**src/rtl/core/ttg_pkg.sv**
```systemverilog
package ttg_pkg;

    localparam int NUM_CORES_DEF = 8;

    localparam int TEMP_W = 9;
    localparam int THR_W  = 7;
    localparam int HYST_W = 6;
    localparam int FREQ_W = 32;
    localparam int MASK_W = 8;
    localparam int CFG_IDX_W  = 3;
    localparam int CFG_DATA_W = 32;

    localparam logic [THR_W-1:0]  THR_RST  = 7'd60;
    localparam logic [HYST_W-1:0] HYST_RST = 6'd5;
    localparam logic [FREQ_W-1:0] WARM_RST = 32'd864000;
    localparam logic [FREQ_W-1:0] FULL_RST = 32'hFFFF_FFFF;
    localparam logic [FREQ_W-1:0] CAP_RST  = 32'hFFFF_FFFF;

    typedef enum logic [CFG_IDX_W-1:0] {
        CFG_THRESHOLD = 3'd0,
        CFG_HYSTERESIS = 3'd1,
        CFG_WARM_FREQ = 3'd2,
        CFG_FULL_FREQ = 3'd3,
        CFG_HOTPLUG_EN = 3'd4,
        CFG_CORE0_PERMIT = 3'd5
    } cfg_idx_t;

    typedef struct packed {
        logic [THR_W-1:0]  thr;
        logic [HYST_W-1:0] hyst;
        logic [FREQ_W-1:0] warm;
        logic [FREQ_W-1:0] full;
        logic              hp_en;
        logic              c0_permit;
    } cfg_t;

    // core count limited to the supported variants
    function automatic int core_clamp(input int n);
        int r;
        r = n;
        if (r < 4) r = 4;
        if (r > 8) r = 8;
        return r;
    endfunction

    function automatic logic [MASK_W-1:0] all_cores(input int n);
        logic [MASK_W:0] w;
        w = (9'd1 << core_clamp(n)) - 9'd1;
        return w[MASK_W-1:0];
    endfunction

endpackage

```
**src/rtl/core/ttg_cfg.sv**
```systemverilog
module ttg_cfg
(
    input  logic                           clk,
    input  logic                           rst_n,
    input  logic                           cfg_we,
    input  logic [ttg_pkg::CFG_IDX_W-1:0]  cfg_index,
    input  logic [ttg_pkg::CFG_DATA_W-1:0] cfg_data,
    output ttg_pkg::cfg_t                  cfg
);

    ttg_pkg::cfg_t cfg_reg;
    ttg_pkg::cfg_t cfg_next;

    always_comb
    begin
        cfg_next = cfg_reg;
        if (cfg_we)
        begin
            unique case (cfg_index)
                ttg_pkg::CFG_THRESHOLD:    cfg_next.thr = cfg_data[ttg_pkg::THR_W-1:0];
                ttg_pkg::CFG_HYSTERESIS:   cfg_next.hyst = cfg_data[ttg_pkg::HYST_W-1:0];
                ttg_pkg::CFG_WARM_FREQ:    cfg_next.warm = cfg_data[ttg_pkg::FREQ_W-1:0];
                ttg_pkg::CFG_FULL_FREQ:    cfg_next.full = cfg_data[ttg_pkg::FREQ_W-1:0];
                ttg_pkg::CFG_HOTPLUG_EN:   cfg_next.hp_en = cfg_data[0];
                ttg_pkg::CFG_CORE0_PERMIT: cfg_next.c0_permit = cfg_data[0];
                default:                   cfg_next = cfg_reg;
            endcase
        end
    end

    always_ff @(posedge clk or negedge rst_n)
    begin
        if (!rst_n)
        begin
            cfg_reg.thr       <= ttg_pkg::THR_RST;
            cfg_reg.hyst      <= ttg_pkg::HYST_RST;
            cfg_reg.warm      <= ttg_pkg::WARM_RST;
            cfg_reg.full      <= ttg_pkg::FULL_RST;
            cfg_reg.hp_en     <= 1'b1;
            cfg_reg.c0_permit <= 1'b0;
        end
        else
        begin
            cfg_reg <= cfg_next;
        end
    end

    assign cfg = cfg_reg;

endmodule

```
**src/rtl/core/ttg_mask.sv**
```systemverilog
module ttg_mask
#(
    parameter int NUM_CORES = ttg_pkg::NUM_CORES_DEF
)
(
    input  logic signed [ttg_pkg::TEMP_W-1:0] temp,
    input  logic [ttg_pkg::MASK_W-1:0]        mask_cur,
    input  logic                              hp_en,
    input  logic                              c0_permit,
    output logic [ttg_pkg::MASK_W-1:0]        mask_new
);

    localparam int CORES = ttg_pkg::core_clamp(NUM_CORES);
    localparam logic [ttg_pkg::MASK_W-1:0] ALL = ttg_pkg::all_cores(NUM_CORES);

    logic [ttg_pkg::MASK_W-1:0] m;
    logic                       hot_band;

    always_comb
    begin
        m = mask_cur;
        hot_band = 1'b0;
        if (CORES >= 8)
        begin
            if (temp > 9'sd80)
            begin
                m = m & ~8'hCE;
                hot_band = 1'b1;
            end
            else if (temp > 9'sd55 && temp <= 9'sd65)
            begin
                m = (m | 8'hC0) & ~8'h0E;
                hot_band = 1'b1;
            end
            else if (temp > 9'sd45 && temp <= 9'sd50)
            begin
                m = (m | 8'h03) & ~8'h0C;
            end
            else if (temp == 9'sd40)
            begin
                m = ALL;
            end
        end
        else if (CORES >= 6)
        begin
            if (temp > 9'sd80)
            begin
                m = (m | 8'h0C) & ~8'h32;
                hot_band = 1'b1;
            end
            else if (temp > 9'sd55 && temp <= 9'sd65)
            begin
                m = (m | 8'h3C) & ~8'h02;
                hot_band = 1'b1;
            end
            else if (temp == 9'sd50)
            begin
                m = ALL;
            end
        end
        else
        begin
            if (temp > 9'sd80)
            begin
                m = m & ~8'h0E;
            end
            else if (temp > 9'sd70 && temp <= 9'sd75)
            begin
                m = (m | 8'h02) & ~8'h0C;
            end
            else if (temp > 9'sd60 && temp <= 9'sd65)
            begin
                m = (m | 8'h04) & ~8'h08;
            end
            else if (temp == 9'sd55)
            begin
                m = ALL;
            end
        end
        // core 0 takes the inverse of the permit bit in the hot bands of the six- and eight-core variants
        if (hot_band)
        begin
            m[0] = ~c0_permit;
        end
        mask_new = hp_en ? (m & ALL) : ALL;
    end

endmodule

```
**src/rtl/core/ttg_freq.sv**
```systemverilog
module ttg_freq
(
    input  logic signed [ttg_pkg::TEMP_W-1:0] temp,
    input  ttg_pkg::cfg_t                     cfg,
    input  logic                              throttle_cur,
    input  logic [ttg_pkg::FREQ_W-1:0]        cap_cur,
    output logic                              throttle_new,
    output logic [ttg_pkg::FREQ_W-1:0]        cap_new,
    output logic                              changed
);

    logic signed [ttg_pkg::TEMP_W:0] t_x;
    logic signed [ttg_pkg::TEMP_W:0] thr_x;
    logic signed [ttg_pkg::TEMP_W:0] release_x;

    assign t_x       = {temp[ttg_pkg::TEMP_W-1], temp};
    assign thr_x     = signed'({3'b000, cfg.thr});
    assign release_x = thr_x - signed'({4'b0000, cfg.hyst});

    always_comb
    begin
        throttle_new = throttle_cur;
        cap_new      = cap_cur;
        changed      = 1'b0;
        if (throttle_cur && (t_x < release_x))
        begin
            cap_new      = cfg.full;
            changed      = (cap_cur != cfg.full);
            throttle_new = 1'b0;
        end
        else if ((t_x > thr_x) && (cfg.warm != '0))
        begin
            cap_new      = cfg.warm;
            changed      = (cap_cur != cfg.warm);
            throttle_new = 1'b1;
        end
    end

endmodule

```
**src/rtl/core/thermal_throttle_hotplug_governor_core.sv**
```systemverilog
// channel  | valid          | stall          | payload
// ---------+----------------+----------------+--------------------------------------------
// sample   | sample_valid   | sample_stall   | temperature
// result   | result_valid   | result_stall   | freq_cap_khz, cap_changed, core_mask, throttling
// config   | cfg_we         | (none)         | cfg_index, cfg_data
//
// one sample per clock while the result is not stalled; a transferred sample is held in
// the sample register, which feeds the mask and cap logic; these load the result register,
// setting result valid, and the governor state in the same edge
// reset restores register defaults, clears throttling, sets cap to all ones and all cores on
// a stalled result holds the pipe; the sample register still takes one more sample while
// the result waits
module thermal_throttle_hotplug_governor_core
#(
    parameter int NUM_CORES = ttg_pkg::NUM_CORES_DEF
)
(
    input  logic                              clk,
    input  logic                              rst_n,

    input  logic                              cfg_we,
    input  logic [ttg_pkg::CFG_IDX_W-1:0]     cfg_index,
    input  logic [ttg_pkg::CFG_DATA_W-1:0]    cfg_data,

    input  logic                              sample_valid,
    output logic                              sample_stall,
    input  logic signed [ttg_pkg::TEMP_W-1:0] temperature,

    output logic                              result_valid,
    input  logic                              result_stall,
    output logic [ttg_pkg::FREQ_W-1:0]        freq_cap_khz,
    output logic                              cap_changed,
    output logic [ttg_pkg::MASK_W-1:0]        core_mask,
    output logic                              throttling
);

    localparam logic [ttg_pkg::MASK_W-1:0] ALL = ttg_pkg::all_cores(NUM_CORES);

    ttg_pkg::cfg_t cfg;

    // sample stage
    logic                              s1_valid_reg;
    logic                              s1_valid_next;
    logic signed [ttg_pkg::TEMP_W-1:0] s1_temp_reg;

    // governor state
    logic                              throttle_reg;
    logic [ttg_pkg::FREQ_W-1:0]        cap_reg;
    logic [ttg_pkg::MASK_W-1:0]        mask_reg;

    // result stage
    logic                              res_valid_reg;
    logic                              res_valid_next;
    logic [ttg_pkg::FREQ_W-1:0]        res_cap_reg;
    logic                              res_changed_reg;
    logic [ttg_pkg::MASK_W-1:0]        res_mask_reg;
    logic                              res_throttle_reg;

    logic                              advance;
    logic                              sample_xfer;
    logic                              process;

    logic [ttg_pkg::MASK_W-1:0]        mask_new;
    logic                              throttle_new;
    logic [ttg_pkg::FREQ_W-1:0]        cap_new;
    logic                              changed_new;

    ttg_cfg u_cfg
    (
        .clk       (clk),
        .rst_n     (rst_n),
        .cfg_we    (cfg_we),
        .cfg_index (cfg_index),
        .cfg_data  (cfg_data),
        .cfg       (cfg)
    );

    ttg_mask #(.NUM_CORES(NUM_CORES)) u_mask
    (
        .temp      (s1_temp_reg),
        .mask_cur  (mask_reg),
        .hp_en     (cfg.hp_en),
        .c0_permit (cfg.c0_permit),
        .mask_new  (mask_new)
    );

    ttg_freq u_freq
    (
        .temp         (s1_temp_reg),
        .cfg          (cfg),
        .throttle_cur (throttle_reg),
        .cap_cur      (cap_reg),
        .throttle_new (throttle_new),
        .cap_new      (cap_new),
        .changed      (changed_new)
    );

    // result register can take a new value when empty or being drained
    assign advance      = !res_valid_reg || !result_stall;
    assign process      = advance && s1_valid_reg;
    assign sample_stall = s1_valid_reg && !advance;
    assign sample_xfer  = sample_valid && !sample_stall;

    always_comb
    begin
        s1_valid_next = s1_valid_reg;
        if (sample_xfer)
        begin
            s1_valid_next = 1'b1;
        end
        else if (advance)
        begin
            s1_valid_next = 1'b0;
        end
        res_valid_next = advance ? s1_valid_reg : res_valid_reg;
    end

    // control and state
    always_ff @(posedge clk or negedge rst_n)
    begin
        if (!rst_n)
        begin
            s1_valid_reg  <= 1'b0;
            res_valid_reg <= 1'b0;
            throttle_reg  <= 1'b0;
            cap_reg       <= ttg_pkg::CAP_RST;
            mask_reg      <= ALL;
        end
        else
        begin
            s1_valid_reg  <= s1_valid_next;
            res_valid_reg <= res_valid_next;
            if (process)
            begin
                throttle_reg <= throttle_new;
                cap_reg      <= cap_new;
                mask_reg     <= mask_new;
            end
        end
    end

    // payload registers
    always_ff @(posedge clk)
    begin
        if (sample_xfer)
        begin
            s1_temp_reg <= temperature;
        end
        if (process)
        begin
            res_cap_reg      <= cap_new;
            res_changed_reg  <= changed_new;
            res_mask_reg     <= mask_new;
            res_throttle_reg <= throttle_new;
        end
    end

    assign result_valid = res_valid_reg;
    assign freq_cap_khz = res_cap_reg;
    assign cap_changed  = res_changed_reg;
    assign core_mask    = res_mask_reg;
    assign throttling   = res_throttle_reg;

`ifndef NO_ASSERTIONS
    // a shown result always mirrors the governor state it left behind
    a_result_tracks_state: assert property (@(posedge clk) disable iff (!rst_n)
        res_valid_reg |-> (res_cap_reg == cap_reg && res_throttle_reg == throttle_reg
                           && res_mask_reg == mask_reg))
        else $error("result register out of step with governor state");

    // cores beyond the configured count never come online
    a_mask_range: assert property (@(posedge clk) disable iff (!rst_n)
        (mask_reg & ~ALL) == '0)
        else $error("core mask has bits beyond core count");

    // a processed sample shows up as a result on the next cycle
    a_process_result: assert property (@(posedge clk) disable iff (!rst_n)
        process |=> res_valid_reg)
        else $error("processed sample did not produce a result");

    // the governor state only moves when a sample is processed
    a_state_hold: assert property (@(posedge clk) disable iff (!rst_n)
        !process |=> ($stable(cap_reg) && $stable(throttle_reg) && $stable(mask_reg)))
        else $error("governor state changed without a sample");
`endif

endmodule
```
**config.mk**
```make
export PLATFORM = sky130hd
export DESIGN_NAME = thermal_throttle_hotplug_governor_core
export DESIGN_NICKNAME = d
export VERILOG_FILES = /design/src/rtl/core/ttg_pkg.sv /design/src/rtl/core/ttg_cfg.sv /design/src/rtl/core/ttg_mask.sv /design/src/rtl/core/ttg_freq.sv /design/src/rtl/core/thermal_throttle_hotplug_governor_core.sv
export SDC_FILE = /design/constraint.sdc
export NUM_CORES = 1
export LEC_CHECK = 0
export BUFFER_PORTS_ARGS = -buffer_cell sky130_fd_sc_hd__buf_4
export CORE_ASPECT_RATIO = 0.75
export CORE_MARGIN = 8
export CORE_UTILIZATION = 64
export DETAILED_ROUTE_END_ITERATION = 10
export PLACE_DENSITY = 0.89
export SLEW_MARGIN = 15
export SYNTH_ARGS = -nofsm -noshare
export SYNTH_HDL_FRONTEND = slang
export SYNTH_SLANG_ARGS = --single-unit
```
**constraint.sdc**
```tcl
create_clock -name clk -period 8.36 [get_ports clk]
set_input_delay 0 -clock clk [delete_from_list [all_inputs] [get_ports clk]]
set_output_delay 0 -clock clk [all_outputs]
set_load 0.01 [all_outputs]
```
* Yosys cells after proc, flatten, opt, wreduce, memory -nomap -nowiden
Index checks and enable logic that the tools add are counted.
Storage, ports and cells: logic and storage cells 70, register bits after elaboration 173, output and inout bits 44
Operators by class: eq/ne operators 8, add/sub/neg operators 1, $lt $le $gt $ge 7, bitwise logic cells 1, reductions and logical operators 21, mux-type cells 16
Operators with widths (count):
- $mux 32 | 2
- $ne 32x32->1 | 2
- $mux 8 | 5
- $reduce_bool 32->1 | 1
- $gt 9x7->1 const B | 2
- $reduce_and 2->1 | 6
- $eq 9x7->1 const B | 1
- $gt 9x8->1 | 1
- $gt 9x8->1 const B | 1
- $le 9x7->1 const B | 1
- $le 9x8->1 const B | 1
- $lt 9x8->1 | 1
- $mux 1 | 9
- $sub 7x6->8 | 1
- $logic_and 1x1->1 | 7
- $eq 3x2->1 const B | 2
- $eq 3x3->1 const B | 2
- $logic_not 1->1 | 4
- $eq 3x1->1 const B | 1
- $logic_not 3->1 | 1
- $reduce_bool 2->1 | 1
- $logic_or 1x1->1 | 1
- $not 1->1 | 1

* Logic depth before layout (Yosys ltp)
word-level depth 7, mapped depth 17, gate-level depth less buffers 16

* Hierarchy
From an unflattened synthesis, not the netlist that was laid out.
Second synthesis, totals: cells, all modules 642, area total of the unflattened synthesis 8763.4 µm²
Modules (own cells, without submodules):
- thermal_throttle_hotplug_governor_core | instances 1, area an instance 3211.8 µm², cells each 145, seq. area each 2657.5 µm²
- ttg_cfg | instances 1, area an instance 3208.1 µm², cells each 172, seq. area each 2035.7 µm²
- ttg_freq | instances 1, area an instance 2054.5 µm², cells each 283, seq. area each 0.0 µm²
- ttg_mask | instances 1, area an instance 289.0 µm², cells each 42, seq. area each 0.0 µm²

* Worst setup path after synthesis
OpenSTA, ideal clock, no wires.
kind flip-flop to flip-flop, from register u_cfg.cfg_reg (netlist bit u_cfg.cfg[67]), to register res_cap_reg (netlist bit freq_cap_khz[10]) (data pin), setup slack 5.126 ns, arrival 3.082 ns, path buffers 2, data required time 8.208 ns, stages on the path, launching flop included 17, clock period less this slack 3.234 ns, library setup time 0.152 ns, path through dfrtp_1 > inv_1 > ha_1 > nor2b_1 > o21ai_0 > a21oi_1 > o21ai_0 > nand2b_1 > a211o_1 > ha_1 > nand3_1 > o2111ai_1 > o31ai_4 > buf_2 > clkbuf_1 > nand2_1 > o21ai_0
On the way: cells in the longest elaborated chain, start to end 4
Ends and longest elaborated chain:
- start, declared | RTL line ttg_cfg.sv:11 | ttg_pkg::cfg_t cfg_reg;
- start signal, assigned | RTL line ttg_cfg.sv:44 | cfg_reg <= cfg_next;
- $sub 7x6->8 | RTL line ttg_freq.sv:18 | assign release_x = thr_x - signed'({4'b0000, cfg.hyst});
- $lt 9x8->1 | RTL line ttg_freq.sv:25 | if (throttle_cur && (t_x < release_x))
- $logic_and 1x1->1 | RTL line ttg_freq.sv:25
- $mux 32 | RTL line ttg_freq.sv:25
- named net cap_new (one bit) | RTL line thermal_throttle_hotplug_governor_core.sv:65 | logic [ttg_pkg::FREQ_W-1:0] cap_new;
- end signal, assigned | RTL line thermal_throttle_hotplug_governor_core.sv:151 | res_cap_reg <= cap_new;
- end, declared | RTL line thermal_throttle_hotplug_governor_core.sv:54 | logic [ttg_pkg::FREQ_W-1:0] res_cap_reg;
The timed path passes the listed nets, and every way through them passes these cells. A chain may end at the register's enable or synchronous reset.

* Worst setup path after layout
from register u_cfg.cfg_reg (netlist bit u_cfg.cfg[72]), to register cap_reg[25] in the netlist's numbering
On the way: cells in the longest elaborated chain, start to end 4
Ends and longest elaborated chain:
- $sub 7x6->8 or $gt 9x8->1 (tied branches) | RTL line ttg_freq.sv:18, ttg_freq.sv:31
- $lt 9x8->1 or $logic_and 1x1->1 (tied branches) | RTL line ttg_freq.sv:25, ttg_freq.sv:31
- $logic_and 1x1->1 or $mux 32 (tied branches) | RTL line ttg_freq.sv:25, ttg_freq.sv:31
- $mux 32 * | RTL line ttg_freq.sv:25
- end signal, assigned | RTL line thermal_throttle_hotplug_governor_core.sv:126 | cap_reg <= ttg_pkg::CAP_RST;
- end signal, assigned | RTL line thermal_throttle_hotplug_governor_core.sv:136 | cap_reg <= cap_new;
- end, declared | RTL line thermal_throttle_hotplug_governor_core.sv:48 | logic [ttg_pkg::FREQ_W-1:0] cap_reg;
Mark *: on every way between the ends. The rest lies on a longest branch, timed or not.

==> metrics.md <==
| Metric | Value |
|---|---|
| Crit-path max FO | `71` |
| Leak | `0.004091 uW` |
| Tightest Hold Check Type | `input port to flip-flop` |
| Routed wire length | `23030 um` |
| Mux contribution to synthesized area | `12.13%` |
| Mapped Avg Cell Area | `12.17 sq um` |
| Fin Hold WS | `133.3 ps` |
| H-tree Lvls | `4` |
| Worst VDD drop | `0.2477 mV` |
| Sequential area share after synthesis | `53.54%` |
| Final Hold Viols | `0` |
| Chip width | `151.1 um` |
| Vias per cell | `6.295` |
| Primary FF master, synth | `dfstp_2` |
| Core area | `13560 sq um` |
| Post-synth cell types | `52` |
| Cells after synthesis | `720` |
| Port Buffer Count | `92` |
| CP Capture Type | `flip-flop` |
| Initial antenna violation count | `0` |
| Grt ovf | `0` |
| DRC | `0` |
| CP startpoint kind | `flip-flop` |
| Minimum clock period | `4794 ps` |
| Compound-Gate Fraction of Synth Area | `10.66%` |
| Die Area | `17740 sq um` |
| Clock Pin Slew Worst Setup and Hold Paths | `70 ps` |
| Number of synthesized flops with an enable pin | `51` |
| Max-slew violations | `0` |
| # fillers | `799` |
| Gr usage total | `26.73%` |
| Simple logic cell fraction of the synthesized area | `10.65%` |
| Total CTS buffers | `17` |
| Main combinational cell family by area after synthesis | `multiplexers` |
| DR iter-0 viols | `682` |
| Data arrival, critical path | `5160 ps` |
| Yosys Warn Count | `0` |
| Headroom to the max-slew limit | `38.43%` |
| GPL Wtd Cong | `0.8874` |
| Pre-antenna DRT Iters | `5` |
| Xor/xnor share of the synthesized area | `6.794%` |
| CTS Root Cell | `clkbuf_16` |
| Worst-case clock skew | `9.417 ps` |
| Final setup TNS | `0 ps` |
| Register Area | `4693 sq um` |
| Detailed-route wire length per cell | `22.06 um` |
| Worst Max-Slew Pin Slew | `921.4 ps` |
| Ant diodes | `0` |
| Fraction of layout cells with a size suffix above 1 | `36.02%` |
| Initial core utilization | `64.63%` |
| Adder-cell area share of the yosys netlist | `3.226%` |
| CTS sink count | `173` |
| Fin crit share | `57.34%` |
| Synthesis-stage register bit count | `173` |
| I/O pins | `93` |
| Via count | `6572` |
| Syn_nets | `791` |
| Site row count | `37` |
| CTS tree | `yes` |
| Status | `completed` |
| ANT nets after route | `0` |
| Global-route wire length before repair | `37000 um` |
| CP Class | `flip-flop to flip-flop` |
| Async set-reset flop share out of synthesis | `70.52%` |
| Multi-input gate area | `3825 sq um` |
| Vias in the first global route | `6781` |
| Die span in y | `117.4 um` |
| Cell Area, Synth | `8766 sq um` |
| Max_cap viols | `0` |
| Largest net degree at the start of global routing | `72` |
| DP Wirelength | `15040 um` |
| Unrepaired setup endpoints after global routing | `false` |
| Area grow syn2layout | `20.94%` |
| Endpoints failing setup | `0` |
| Max reg flops | `79` |
| Final nets | `927` |
| Fmax | `208.6 MHz` |
| Later-pin clock latency in the skew report | `440 ps` |
| CTS max path bufs | `2` |
| Required time worst endpoint | `8720 ps` |
| Pwr dens | `322.0 nW/um^2` |
| Cts repair resizes | `0` |
## per-stage QoR
| step | setup slack [ps] | cell area, sq um | instances | power [uW] | util, % |
|---|---|---|---|---|---|
| floorplan | 5126 | 8766 | 720 | 2207 | - |
| global placement | 3996 | 9570 | 963 | 2531 | 70.56 |
| detailed placement | 3782 | 9570 | 963 | 2602 | 70.56 |
| CTS | 3693 | 10600 | 1044 | 3381 | 78.16 |
| global route | 3319 | 10600 | 1044 | 3566 | 78.16 |
| finish | 3566 | 10600 | 1044 | 3414 | 78.16 |
## power breakdown
| part | leakage [uW] | switching [uW] | total, uW | internal, uW |
|---|---|---|---|---|
| Combinational | 0.00201 | 576 | 1130 | 553 |
| Clock | 0.000268 | 322 | 745 | 423 |
| Sequential | 0.00181 | 278 | 1540 | 1260 |
| Total | 0.00409 | 1170 | 3410 | 2240 |
## synthesized netlist by cell type (2+ instances only)
cell / number / area, sq um
or2_2: 25 / 156.4
o21ai_0: 60 / 300.3
ha_1: 21 / 262.8
nand2b_1: 7 / 43.79
a31oi_1: 4 / 25.02
nand3b_1: 2 / 15.01
nand4_1: 18 / 112.6
nor3b_1: 4 / 30.03
buf_6: 7 / 78.83
o21a_1: 2 / 15.01
nand2_1: 57 / 214.0
nor2b_1: 5 / 31.28
o221a_1: 30 / 337.8
nor3_1: 8 / 40.04
edfxtp_1: 51 / 1531
inv_1: 22 / 82.58
nor4_1: 12 / 75.07
o221a_2: 2 / 22.52
dfstp_2: 87 / 2286
mux2i_1: 32 / 320.3
dfrtp_1: 35 / 875.8
or2_1: 9 / 56.30
buf_2: 6 / 30.03
nor2_1: 14 / 52.55
a211oi_1: 2 / 15.01
and2_1: 3 / 18.77
a21oi_1: 16 / 80.08
xnor2_1: 67 / 586.8
nand3_1: 6 / 30.03
mux2_2: 66 / 743.2
clkbuf_1: 19 / 71.32
## path summary, 6_finish.rpt
check,from,end,slack (ps),depth (start not counted)
min in group asynchronous,rst_n,result_valid,170,2
worst max register to register,u_cfg.cfg[72],cap_reg[25],3570,17
worst min register to register,s1_valid_reg,result_valid,500,1
worst max-delay path,u_cfg.cfg[72],cap_reg[25],3570,17
max in group asynchronous,rst_n,u_cfg.cfg[54],6860,3
worst min-delay path,cfg_we,u_cfg.cfg[1],130,4
## cells in the final DEF (no fill, tap or decap), types with 2 or more instances in the layout
master / instances
a211oi_1: 2
a21oi_1: 16
a31oi_1: 4
and2_1: 2
buf_4: 100
clkbuf_1: 5
clkbuf_16: 17
clkbuf_8: 2
clkinv_2: 5
dfrtp_1: 35
dfstp_2: 87
dlygate4sd3_1: 49
edfxtp_1: 51
ha_1: 21
inv_1: 22
mux2_2: 66
mux2i_1: 32
nand2_1: 57
nand2b_1: 7
nand3_1: 6
nand3b_1: 2
nand4_1: 18
nor2_1: 14
nor2b_1: 5
nor3_1: 8
nor3b_1: 3
nor4_1: 12
o21a_1: 2
o21ai_0: 60
o221a_1: 30
o221a_2: 2
or2_1: 9
or2_2: 25
xnor2_1: 67
## critical path: stages, from the launching register on
cell and delay, ps:
dfrtp_1 370, inv_1 60, ha_1 210, fa_1 420
inv_1 80, a21oi_1 70, o21bai_1 230, a21o_1 170
a21oi_1 70, xnor2_1 210, ha_1 300, nand3_1 130
o2111ai_1 180, o31ai_4 200, buf_4 570, nand2_1 740
or2_2 550, o221a_1 140
## kinds of logic after synthesis
| kind of cell | after synthesis |
|---|---|
| buf+inv | 54 |
| mux | 98 |
| flops | 173 |
| compound gates | 130 |
| fa+ha+maj | 22 |
| simple gates | 175 |
| xor+xnor | 68 |
## metal layers
layer  up-vias  track usage (%)  routed length (um)
li1       2910                -                   -
met1      3287            35.93                9489
met2       310            41.12               10870
met3        65            6.992                2083
met4         0            9.254                 588
met5         -                0                   0
## area by class of cell
cell class / instances / area share [%]
well taps: 175 / 2.065
clock inverters: 8 / 0.6491
multi-input cells: 493 / 36.08
inverters: 22 / 0.7789
clock buffers: 24 / 4.449
flip-flops and latches: 173 / 44.27
repair buffers: 149 / 11.71
## repair_timing
action / CTS / global route
buffers inserted: 0 / 0
hold endpoints to repair: 103 / 0
hold buffers: 49 / 0
(Power assumes the default switching activity.)
